<file path="config.mk">
export PLATFORM = sky130hd
export DESIGN_NAME = bsfd_div3
export DESIGN_NICKNAME = d
export VERILOG_FILES = /design/src/rtl/core/bsfd_pkg.sv /design/src/rtl/core/bsfd_div3.sv
export SDC_FILE = /design/constraint.sdc
export NUM_CORES = 1
export LEC_CHECK = 0
export ABC_CLOCK_PERIOD_IN_PS = 30300
export BUFFER_PORTS_ARGS = -buffer_cell sky130_fd_sc_hd__buf_2
export CAP_MARGIN = 15
export CORE_ASPECT_RATIO = 0.75
export CORE_UTILIZATION = 39
export DETAILED_ROUTE_END_ITERATION = 7
export PLACE_DENSITY_LB_ADDON = 0.25
export SYNTH_ARGS = -nofsm -noshare
export SYNTH_HDL_FRONTEND = slang
export SYNTH_SLANG_ARGS = --single-unit
export TNS_END_PERCENT = 1
</file>
<file path="constraint.sdc">
create_clock -name clk -period 30.3 [get_ports clk]
set_input_delay 1.515 -clock clk [delete_from_list [all_inputs] [get_ports clk]]
set_output_delay 1.515 -clock clk [all_outputs]
set_load 0.03 [all_outputs]
</file>
<file path="src/rtl/core/bsfd_pkg.sv">
// Shared types, constants and row-command codes for the B-spline forward
// differencing tessellator. No dependencies; every other file in rtl/core uses it.
package bsfd_pkg;

  localparam int COORD_W      = 32;  // Q16.16 coordinate
  localparam int ROW_W        = 48;  // difference row, coordinate scaled by 2^16
  localparam int OPND_W       = 36;  // signed combinations of four coordinates
  localparam int INV_W        = 31;  // unsigned Q1.30 reciprocal
  localparam int PROD_W       = OPND_W + INV_W + 1;
  localparam int SEG_W        = 5;
  localparam int CFG_IDX_W    = 2;
  localparam int INV_FRAC     = 30;
  localparam int GUARD_BITS   = 16;
  localparam int NUM_LANES    = 3;
  localparam int LANE_W       = 2;
  localparam int MAX_SEGMENTS = 16;

  // Fraction bits dropped when a product enters a row
  localparam int DROP_WHOLE = INV_FRAC - GUARD_BITS;      // terms scaled by 6 or 2
  localparam int DROP_HALF  = INV_FRAC + 1 - GUARD_BITS;  // terms halved once more

  // Operation codes of an input item
  localparam logic OP_POINT = 1'b0;
  localparam logic OP_END   = 1'b1;

  // Configuration register indexes
  localparam logic [CFG_IDX_W-1:0] REG_SEGMENTS      = 2'd0;
  localparam logic [CFG_IDX_W-1:0] REG_INV_N         = 2'd1;
  localparam logic [CFG_IDX_W-1:0] REG_INV_N_SQUARED = 2'd2;
  localparam logic [CFG_IDX_W-1:0] REG_INV_N_CUBED   = 2'd3;

  localparam logic [SEG_W-1:0] SEGMENTS_RESET = 5'd1;
  localparam logic [INV_W-1:0] INV_ONE        = 31'h4000_0000;

  typedef struct packed {
    logic                      operation;
    logic signed [COORD_W-1:0] px;
    logic signed [COORD_W-1:0] py;
    logic signed [COORD_W-1:0] pz;
  } item_t;

  typedef struct packed {
    logic signed [COORD_W-1:0] qx;
    logic signed [COORD_W-1:0] qy;
    logic signed [COORD_W-1:0] qz;
    logic                      final_res;
    logic                      status;
  } result_t;

  typedef struct packed {
    logic signed [COORD_W-1:0] x;
    logic signed [COORD_W-1:0] y;
    logic signed [COORD_W-1:0] z;
  } point_t;

  typedef enum logic [2:0] {
    ROW_HOLD,
    ROW_LOAD_A,   // row0 = row1 = 6a term
    ROW_LOAD_Q,   // row2 = a term, row3 = d
    ROW_ADD_B,    // add the b terms to row1 and row2
    ROW_ADD_C,    // add the c term to row2
    ROW_STEP      // one forward difference step on every lane
  } row_op_t;

  typedef struct packed {
    row_op_t           op;
    logic [LANE_W-1:0] lane;
  } row_cmd_t;

endpackage

</file>
<file path="src/rtl/core/bsfd_div3.sv">
// Registered floor division by three of a signed operand, six bits a digit.
// Depends on bsfd_pkg for the operand width.
module bsfd_div3 (
  input  logic                                clk,
  input  logic signed [bsfd_pkg::OPND_W-1:0]  x,
  output logic signed [bsfd_pkg::OPND_W-1:0]  q,
  output logic [1:0]                          r
);

  localparam int BIASED_W   = bsfd_pkg::OPND_W + 1;
  localparam int DIGIT_W    = 6;
  localparam int NUM_DIGITS = (BIASED_W + DIGIT_W - 1) / DIGIT_W;
  localparam int PAD_W      = NUM_DIGITS * DIGIT_W;
  localparam logic [BIASED_W-1:0] BIAS = BIASED_W'(3) << (bsfd_pkg::OPND_W - 1);
  localparam logic [bsfd_pkg::OPND_W-1:0] HALF = bsfd_pkg::OPND_W'(1) << (bsfd_pkg::OPND_W - 1);

  logic [BIASED_W-1:0] biased;
  logic [PAD_W-1:0]    padded;
  logic [PAD_W-1:0]    quo;
  logic [1:0]          rem;

  // Bias by three halves of the range so the dividend is positive; the
  // quotient then carries exactly half the range, removed below.
  always_comb begin
    logic [DIGIT_W+1:0] v;
    logic [16:0]        scaled;
    logic [DIGIT_W-1:0] qd;
    biased = {x[bsfd_pkg::OPND_W-1], x} + BIAS;
    padded = PAD_W'(biased);
    quo    = '0;
    rem    = 2'd0;
    for (int i = NUM_DIGITS - 1; i >= 0; i--) begin
      v      = {rem, padded[i*DIGIT_W +: DIGIT_W]};
      scaled = 17'(v) * 17'd171;        // v/3 exactly for v below 192
      qd     = scaled[DIGIT_W+8:9];
      rem    = 2'(v - 8'(qd) * 8'd3);
      quo[i*DIGIT_W +: DIGIT_W] = qd;
    end
  end

  always_ff @(posedge clk) begin
    q <= $signed(quo[bsfd_pkg::OPND_W-1:0] - HALF);
    r <= rem;
  end

endmodule

</file>
==> impl_metrics.json <==
{
  "gp_congestion": 0.810,
  "yosysUniqueCellTypes": 58,
  "placementRows": 43,
  "end_kind": "register",
  "nets": 1188,
  "cts_max_path_buffers": 2,
  "start_kind": "input port",
  "postCtsSetupRepairBufs": 0,
  "regArea_um2": 761,
  "num_antenna_cells": 0,
  "final_cell_area_mm2": 0.00835,
  "layout_setup_ws_ns": 6.95,
  "cts_made_buffers": 5,
  "max-slew-margin-rel": 0.610,
  "cp.required_ns": 30.54,
  "timing.setup.tns_ns": 0,
  "grt_pass1_wl_um": 22600,
  "drive_gt1_frac": 0.109,
  "async_reset_ff_frac": 0,
  "coreArea_mm2": 0.0187,
  "slowest_stage": "fa_1",
  "wire_per_inst_um": 11.9,
  "status": "finished, final reports clean",
  "synth_edf_count": 0,
  "postPlaceCellArea_mm2": 0.00816,
  "pre_cts_ws_ns": 6.59,
  "synthCells": 764,
  "dieArea_mm2": 0.0198,
  "multi_input_area_mm2": 0.00610,
  "period_share": 0.770,
  "num-fill-cells": 1825,
  "critical_path_buf_inv_count": 20,
  "numPortBuffers": 74,
  "root_buffer": "clkbuf_16",
  "yosys_register_bits": 38,
  "grt_pass1_vias": 4813,
  "hold_path_class": "in2reg",
  "path_delay_family": "adder cells",
  "grt-ovfl-total": 0,
  "cts_hold_buffers": 0,
  "antenna_found_initial": 0,
  "slew_violations": 0,
  "synth_top_flop_cell": "dfxtp_1",
  "hold_viol": 0,
  "drc_errors": 0,
  "syn_area_mm2": 0.00749,
  "ios": 75,
  "rsz0062_at_grt": "false",
  "clk_pin_slew_ns": 0.07,
  "antenna_left": 0,
  "tritoncts": "done",
  "die_width_um": 162,
  "crit_fanout": 5,
  "start_util": 0.401,
  "fmax_mhz": 42.8,
  "first_iter_violations": 186,
  "dr.pass1.iters": 4,
  "dpl.hpwl_um": 11500,
  "cts_resized": 0,
  "wl_um": 12900,
  "period_needed_ns": 23.35,
  "worstMarginPinSlew_ns": 0.581,
  "worstSetupPathType": "in2reg",
  "arrival_ns": 23.58,
  "drv.max_cap_violation_count": 0,
  "htreeDepth": 2,
  "setup_viol": 0,
  "area_growth_pct": 11.4,
  "synthesis.nets": 1111,
  "ys_warn_count": 0,
  "max_stage_delay_ns": 0.58,
  "postSynthAreaPerCell_um2": 9.81,
  "gr-usage-all-layers": 0.143,
  "grt_max_degree": 14,
  "avgViaCountPerCell": 4.69,
  "num_vias": 5102,
  "ys_seq_area_frac": 0.102,
  "die_y_um": 122,
  "cts.sinks": 38
}
[metrics by stage]
stage                     std cells  utilization  hold WS, ns
after floorplan                 764            -         1.61
after global placement         1081        0.437         1.86
after detailed placement       1081        0.437         1.86
after CTS                      1089        0.447         1.53
after global routing           1089        0.447         1.56
final                          1089        0.447         1.53
[synthesized netlist by cell type (2+ instances only)]
cell type    n  share of area
a41o_1       2         0.0027
o221ai_1     4         0.0047
dfxtp_1     38           0.10
nand2_1     14         0.0070
o21bai_1     4         0.0040
a21o_1       6         0.0060
nand4_1      4         0.0033
o211ai_1     3         0.0030
and2_1       2         0.0017
nand2b_1     4         0.0033
nor3b_1      2         0.0020
nor4_1       2         0.0017
o21ai_0     12         0.0080
a211oi_1     3         0.0030
and3_1       2         0.0017
xnor3_1      2         0.0060
a311o_1      2         0.0027
fa_1        63           0.17
xor2_1      20          0.023
o21a_1       7         0.0070
inv_1      162          0.081
nand3_1     12         0.0080
o21ai_1      7         0.0047
a311oi_1     2         0.0023
nor2_1      26          0.013
a31o_2       2         0.0023
xnor2_1     45          0.053
nor3_1       4         0.0027
a21oi_1     22          0.015
nor2b_1      8         0.0067
a31oi_1      3         0.0025
clkbuf_1     2         0.0010
xnor2_2      2         0.0043
ha_1       247           0.41
[layer usage]
metal / global-route usage / vias up / share of wire
li1: - / 2722 / -
met1: 0.216 / 2308 / 0.56
met2: 0.211 / 64 / 0.40
met3: 0.0211 / 8 / 0.026
met4: 0.0371 / 0 / 0.011
met5: 0 / - / 0
[cells by family after synthesis]
kind of cell    after synthesis  share of synthesized area
compound gates               91                     0.0855
flops                        38                      0.102
buf+inv                     167                     0.0838
xor+xnor                     69                     0.0863
simple gates                 88                     0.0606
fa+ha+maj                   310                      0.581
mux                           1                    0.00134
[registers in the layout (all words and copies together), names as in the netlist]
name / count
r: 2
q: 36
[placed cells by master, fill, tap and decap left out, drive strengths merged, types with 4 or more instances in the layout]
cell type / instances
o21ai: 19
nor2: 26
dfxtp: 38
nor3: 4
nand4: 4
nand2b: 5
nand2: 14
o21bai: 4
inv: 163
nor2b: 8
clkbuf: 5
buf: 74
xor2: 20
o21a: 7
fa: 63
a21oi: 22
o221ai: 4
a21o: 6
nand3: 12
xnor2: 47
ha: 247
[area by class of cell]
| type | count | share of cell area |
|---|---|---|
| clock buffers | 5 | 0.0150 |
| clock inverters | 3 | 0.00824 |
| well taps | 247 | 0.0370 |
| repair buffers | 74 | 0.0444 |
| flip-flops and latches | 38 | 0.0911 |
| inverters | 163 | 0.0733 |
| multi-input cells | 559 | 0.731 |
[path summary, 6_finish.rpt]
| kind | endpoint | cells after the start | from |
|---|---|---|---|
| setup / recovery | r[1]$_DFF_P_ | 101 | x[32] |
| hold / removal | r[0]$_DFF_P_ | 2 | x[1] |
Power is not shown: default switching activity piles up to over one toggle a cycle in this logic, so the estimate is an artifact.
