==> config.mk <==
export PLATFORM = sky130hd
export DESIGN_NAME = bsfd_rows
export DESIGN_NICKNAME = d
export VERILOG_FILES = /design/src/rtl/core/bsfd_pkg.sv /design/src/rtl/core/bsfd_rows.sv
export SDC_FILE = /design/constraint.sdc
export NUM_CORES = 2
export LEC_CHECK = 0
export ABC_AREA = 1
export BUFFER_PORTS_ARGS = -buffer_cell sky130_fd_sc_hd__buf_2
export CAP_MARGIN = 40
export CELL_PAD_IN_SITES_DETAIL_PLACEMENT = 0
export CELL_PAD_IN_SITES_GLOBAL_PLACEMENT = 1
export CORE_UTILIZATION = 37
export DETAILED_ROUTE_END_ITERATION = 6
export GPL_ROUTABILITY_DRIVEN = 0
export MAX_ROUTING_LAYER = met4
export PLACE_DENSITY_LB_ADDON = 0.05
export SLEW_MARGIN = 20
export SYNTH_ARGS = -nofsm -noshare
export SYNTH_HDL_FRONTEND = slang
export SYNTH_SLANG_ARGS = --single-unit
==> constraint.sdc <==
create_clock -name clk -period 6 [get_ports clk]
set_input_delay 1.2 -clock clk [delete_from_list [all_inputs] [get_ports clk]]
set_output_delay 1.2 -clock clk [all_outputs]
set_load 0.05 [all_outputs]
==> src/rtl/core/bsfd_pkg.sv <==
// Shared types, constants and row-command codes for the B-spline forward
// differencing tessellator. No dependencies; every other file in rtl/core uses it.
package bsfd_pkg;

  localparam int COORD_W      = 32;  // Q16.16 coordinate
  localparam int ROW_W        = 48;  // difference row, coordinate scaled by 2^16
  localparam int OPND_W       = 36;  // signed combinations of four coordinates
  localparam int INV_W        = 31;  // unsigned Q1.30 reciprocal
  localparam int PROD_W       = OPND_W + INV_W + 1;
  localparam int SEG_W        = 5;
  localparam int CFG_IDX_W    = 2;
  localparam int INV_FRAC     = 30;
  localparam int GUARD_BITS   = 16;
  localparam int NUM_LANES    = 3;
  localparam int LANE_W       = 2;
  localparam int MAX_SEGMENTS = 16;

  // Fraction bits dropped when a product enters a row
  localparam int DROP_WHOLE = INV_FRAC - GUARD_BITS;      // terms scaled by 6 or 2
  localparam int DROP_HALF  = INV_FRAC + 1 - GUARD_BITS;  // terms halved once more

  // Operation codes of an input item
  localparam logic OP_POINT = 1'b0;
  localparam logic OP_END   = 1'b1;

  // Configuration register indexes
  localparam logic [CFG_IDX_W-1:0] REG_SEGMENTS      = 2'd0;
  localparam logic [CFG_IDX_W-1:0] REG_INV_N         = 2'd1;
  localparam logic [CFG_IDX_W-1:0] REG_INV_N_SQUARED = 2'd2;
  localparam logic [CFG_IDX_W-1:0] REG_INV_N_CUBED   = 2'd3;

  localparam logic [SEG_W-1:0] SEGMENTS_RESET = 5'd1;
  localparam logic [INV_W-1:0] INV_ONE        = 31'h4000_0000;

  typedef struct packed {
    logic                      operation;
    logic signed [COORD_W-1:0] px;
    logic signed [COORD_W-1:0] py;
    logic signed [COORD_W-1:0] pz;
  } item_t;

  typedef struct packed {
    logic signed [COORD_W-1:0] qx;
    logic signed [COORD_W-1:0] qy;
    logic signed [COORD_W-1:0] qz;
    logic                      final_res;
    logic                      status;
  } result_t;

  typedef struct packed {
    logic signed [COORD_W-1:0] x;
    logic signed [COORD_W-1:0] y;
    logic signed [COORD_W-1:0] z;
  } point_t;

  typedef enum logic [2:0] {
    ROW_HOLD,
    ROW_LOAD_A,   // row0 = row1 = 6a term
    ROW_LOAD_Q,   // row2 = a term, row3 = d
    ROW_ADD_B,    // add the b terms to row1 and row2
    ROW_ADD_C,    // add the c term to row2
    ROW_STEP      // one forward difference step on every lane
  } row_op_t;

  typedef struct packed {
    row_op_t           op;
    logic [LANE_W-1:0] lane;
  } row_cmd_t;

endpackage

==> src/rtl/core/bsfd_rows.sv <==
// Forward difference rows for the three coordinate lanes: loading from products,
// the per-point step and the rounded curve point. Depends on bsfd_pkg.
module bsfd_rows (
  input  logic                                clk,
  input  bsfd_pkg::row_cmd_t                  cmd,
  input  logic signed [bsfd_pkg::PROD_W-1:0]  prod,
  input  logic [32:0]                         ta,
  input  logic [bsfd_pkg::ROW_W-1:0]          dval,
  output bsfd_pkg::point_t                    curve
);

  localparam int ROW_W = bsfd_pkg::ROW_W;
  localparam logic [ROW_W-1:0] OUT_ROUND = ROW_W'(1) << (bsfd_pkg::GUARD_BITS - 1);

  logic [ROW_W-1:0] rows [bsfd_pkg::NUM_LANES][4];
  logic [ROW_W-1:0] t_whole;
  logic [ROW_W-1:0] t_half;
  logic [ROW_W-1:0] t_a1;
  logic [ROW_W-1:0] sum [bsfd_pkg::NUM_LANES];

  function automatic logic [ROW_W-1:0] round_drop(input logic [bsfd_pkg::PROD_W-1:0] p,
                                                  input int unsigned s);
    logic [bsfd_pkg::PROD_W-1:0] t;
    t = (p + (bsfd_pkg::PROD_W'(1) << (s - 1))) >> s;
    return t[ROW_W-1:0];
  endfunction

  assign t_whole = round_drop(prod, bsfd_pkg::DROP_WHOLE);
  assign t_half  = round_drop(prod, bsfd_pkg::DROP_HALF);
  assign t_a1    = round_drop(prod + $signed(bsfd_pkg::PROD_W'(ta)), bsfd_pkg::DROP_HALF);

  // Next row3 of each lane, rounded to the coordinate grid
  always_comb begin
    for (int j = 0; j < bsfd_pkg::NUM_LANES; j++) begin
      sum[j] = rows[j][3] + rows[j][2] + OUT_ROUND;
    end
    curve.x = $signed(sum[0][ROW_W-1:bsfd_pkg::GUARD_BITS]);
    curve.y = $signed(sum[1][ROW_W-1:bsfd_pkg::GUARD_BITS]);
    curve.z = $signed(sum[2][ROW_W-1:bsfd_pkg::GUARD_BITS]);
  end

  always_ff @(posedge clk) begin
    case (cmd.op)
      bsfd_pkg::ROW_LOAD_A: begin
        rows[cmd.lane][0] <= t_whole;
        rows[cmd.lane][1] <= t_whole;
      end
      bsfd_pkg::ROW_LOAD_Q: begin
        rows[cmd.lane][2] <= t_a1;
        rows[cmd.lane][3] <= dval;
      end
      bsfd_pkg::ROW_ADD_B: begin
        rows[cmd.lane][1] <= rows[cmd.lane][1] + t_whole;
        rows[cmd.lane][2] <= rows[cmd.lane][2] + t_half;
      end
      bsfd_pkg::ROW_ADD_C: begin
        rows[cmd.lane][2] <= rows[cmd.lane][2] + t_half;
      end
      bsfd_pkg::ROW_STEP: begin
        for (int j = 0; j < bsfd_pkg::NUM_LANES; j++) begin
          rows[j][3] <= rows[j][3] + rows[j][2];
          rows[j][2] <= rows[j][2] + rows[j][1];
          rows[j][1] <= rows[j][1] + rows[j][0];
        end
      end
      default: begin
      end
    endcase
  end

endmodule

==> impl_results.md <==
- Unrepaired setup endpoints after global routing: no
- Post-synthesis async set-or-reset flop share: 0%
- Worst hold path type: reg -> reg
- Synth Instances: roughly 12000
- Port buffer count: about 250
- Leading post-synthesis cells by cell area: edfxtp_1, nand2_1, ha_1
- CTS max path bufs: 3
- Req. time, crit path: around 4800 ps
- Sequential share of the synthesized area: between 20% and 30%
- Setup tns final: 0 ps
- H-tree depth: 3
- Final Critical Period: a little under 6000 ps
- Pre-antenna DRT Iters: 6
- Largest registers: rows: 672 flops
- Crit-path cells: inv_1 > fa_1 > inv_1 > nand3_1 > nand2_1 > nand2_1 > nand2_1 > nand2_1 > nand2_1 > xnor2_1 > inv_1 > ha_1 > nand2_1 > nor2_4 > nand3_1 > nor2_2 > xor2_1 > buf_2
- CTS sink count: 672
- Total of max-cap violations: 0
- # fillers: about 22000
- Boundary Pins: 251
- CORE AREA: around 200000 um2
- Startpoint types: register
- Vias in the first global route: around 78000
- Synth-to-Final Area Change: 12.91%
- Status: completed
- First-pass GRT wire length: about 570 mm
- Yosys reg bits: between 600 and 700
- CTS tree: yes
- Via count: around 85000
- Post-synth top cells: nand2_1, inv_1, nor2_1, o21ai_0, a21oi_1
- Final setup violating endpoints: 0
- DP Worst Slack: between 100 and 150 ps
- Lkg Pwr: 38.52 nW
- Clock Latency Late Sink: around 770 ps
- Setup Skew: between 50 and 60 ps
- Die width: ~450 um
- Root Driver: clkbuf_16
- Setup WS post-layout: 162.3 ps
- Worst-Margin Slew: 1071 ps
- Yosys warnings: 0
- Crit end category: output port
- WP data arrival: ~4600 ps
- DRC Markers: 0
- Post-synth EDFFs: between 600 and 700
- Via density: approximately 5.7
- Most used cell, CP: nand2_1
- Mapped Area: 74350 um2
- Chip height: between 400 and 500 um
- Post-DP HPWL: about 360 mm
- Syn_nets: between 10000 and 15000
- Grt total ovfl: 0
- Largest net degree at the start of global routing: approximately 90
- Max FFs per register: roughly 670
- Yosys top cell by area: edfxtp_1
- Num CTS Buffers: 88
- Total routed wirelength: between 400 and 500 mm
- DRT iter0 DRCs: between 9000 and 10000
- GRT Overall Usage: between 40% and 50%
- # rows: 164
- Pwr Density: roughly 240 nW/um2
- CP max FO: 5
- Slew Viols, Final: 0
- Fmax: 171.3 MHz
- Max_slew headroom: 28.11%
- Top reg by flops: rows
- Synth cell types: 56
- Final Hold Fails: 0
- Setup CP Type: reg -> out
- Crit-path max cell delay: between 500 and 600 ps
- Clk pin slew, worst setup/hold paths: 60 ps
- Initial Utilization: between 30 and 40%
- Routed Antenna Nets: 0
- Initial antenna violation count: 76
- Die ar.: just over 200000 um2
- Top_reg_cell synth: edfxtp_1
- Proportion of layout cells with a drive suffix above 1: a little over 7%
- WL/cell: approximately 28 um
- Mean Syn Cell Area: between 6 and 7 um2
- Critical path's slowest cell: edfxtp_1
- Final nets: between 10000 and 15000
- Final worst path period share: about 100%
- Most frequent cell after synthesis: nand2_1
- Peak supply drop: around 220 uV
- Yosys top cell area share: between 20 and 30%
-- through the flow --
step	cells	utilization [%]	hold WS, ps	total power [W]	cell area [um2]
finish	14950	42.05	656.8	0.02051	83950
global route	14930	42.02	690.6	0.02123	83910
CTS	14850	41.86	656.2	0.02021	83570
detailed placement	14680	40.33	640.5	0.01444	80510
global placement	14670	40.24	619.8	0.01440	80350
floorplan	11690	-	605.9	0.01098	74350
-- cell type report --
type | instances | area [um2] | area share, %
diodes | 85 | 212.7 | 0.2534
clock buffers | 103 | 2280 | 2.716
clock inverters | 60 | 775.7 | 0.9241
inverters | 1701 | 6401 | 7.625
multi-input cells | 9158 | 47290 | 56.33
flip-flops and latches | 672 | 20180 | 24.04
well taps | 2656 | 3323 | 3.959
repair buffers | 512 | 3490 | 4.157
-- worst paths after layout --
check                                 start          end  slack (ps)  depth (start not counted)
worst min register to register   rows[1][0]   rows[1][0]         660                          3
worst min-delay path             rows[1][0]   rows[1][0]         660                          3
worst max register to register  rows[2][48]  rows[2][64]        1290                         13
worst max-delay path            rows[0][49]    curve[79]         160                         18
-- routing by layer --
layer  wire length [um]  up-vias  part of all wire [%]  GRT usage [%]
met4              36900        0                   8.9          30.37
met5                  0        -                     0              -
met1             161500    40060                    39          46.97
met2             180700     4510                    43          61.36
met3              37560     1100                   9.0          10.05
li1                   -    39630                     -              -
-- kinds of logic after synthesis --
logic type      share of synthesized area, %
flops                                  27.14
compound gates                         16.16
buf+inv                                9.402
simple gates                           33.39
xor+xnor                               3.746
fa+ha+maj                              10.16
-- what timing repair did --
item / in CTS / in global routing
hold buffers: 0 / 0
setup buffers: 0 / 8
endpoints found under the setup margin: 0 / 27
gates resized for setup: 0 / 4
-- power by group --
group / leakage, nW / internal (W) / total [W] / switching (W)
clock network: 1.49 / 0.00336 / 0.00581 / 0.00246
registers: 6.15 / 0.00557 / 0.00612 / 0.000548
logic: 30.9 / 0.00231 / 0.00858 / 0.00627
-- critical path: cells and delay by family, from the launching register on --
family	cells	cell delay [ps]
xor gates and xnor gates	2	440
DFF	1	540
buffers and inverters	4	780
adders and majority gates	2	660
and+or+nand+nor	10	1440
-- cell usage in the layout, fill, tap and decap left out, types with 85 or more instances in the layout --
| cell | netlist | final |
|---|---|---|
| xor2_1 | 231 | 231 |
| a21oi_1 | 827 | 827 |
| nand3_1 | 570 | 570 |
| ha_1 | 586 | 585 |
| o22ai_1 | 95 | 95 |
| nand2_1 | 3329 | 3329 |
| clkbuf_16 | 0 | 89 |
| nor2_1 | 1560 | 1558 |
| buf_2 | 7 | 252 |
| edfxtp_1 | 672 | 672 |
| nor3_1 | 133 | 130 |
| o21ai_0 | 954 | 947 |
| xnor2_1 | 87 | 87 |
| buf_4 | 1 | 237 |
| diode_2 | 0 | 85 |
| inv_1 | 1680 | 1670 |
| nand4_1 | 166 | 166 |
No activity file was read; power rests on OpenSTA's default activity.
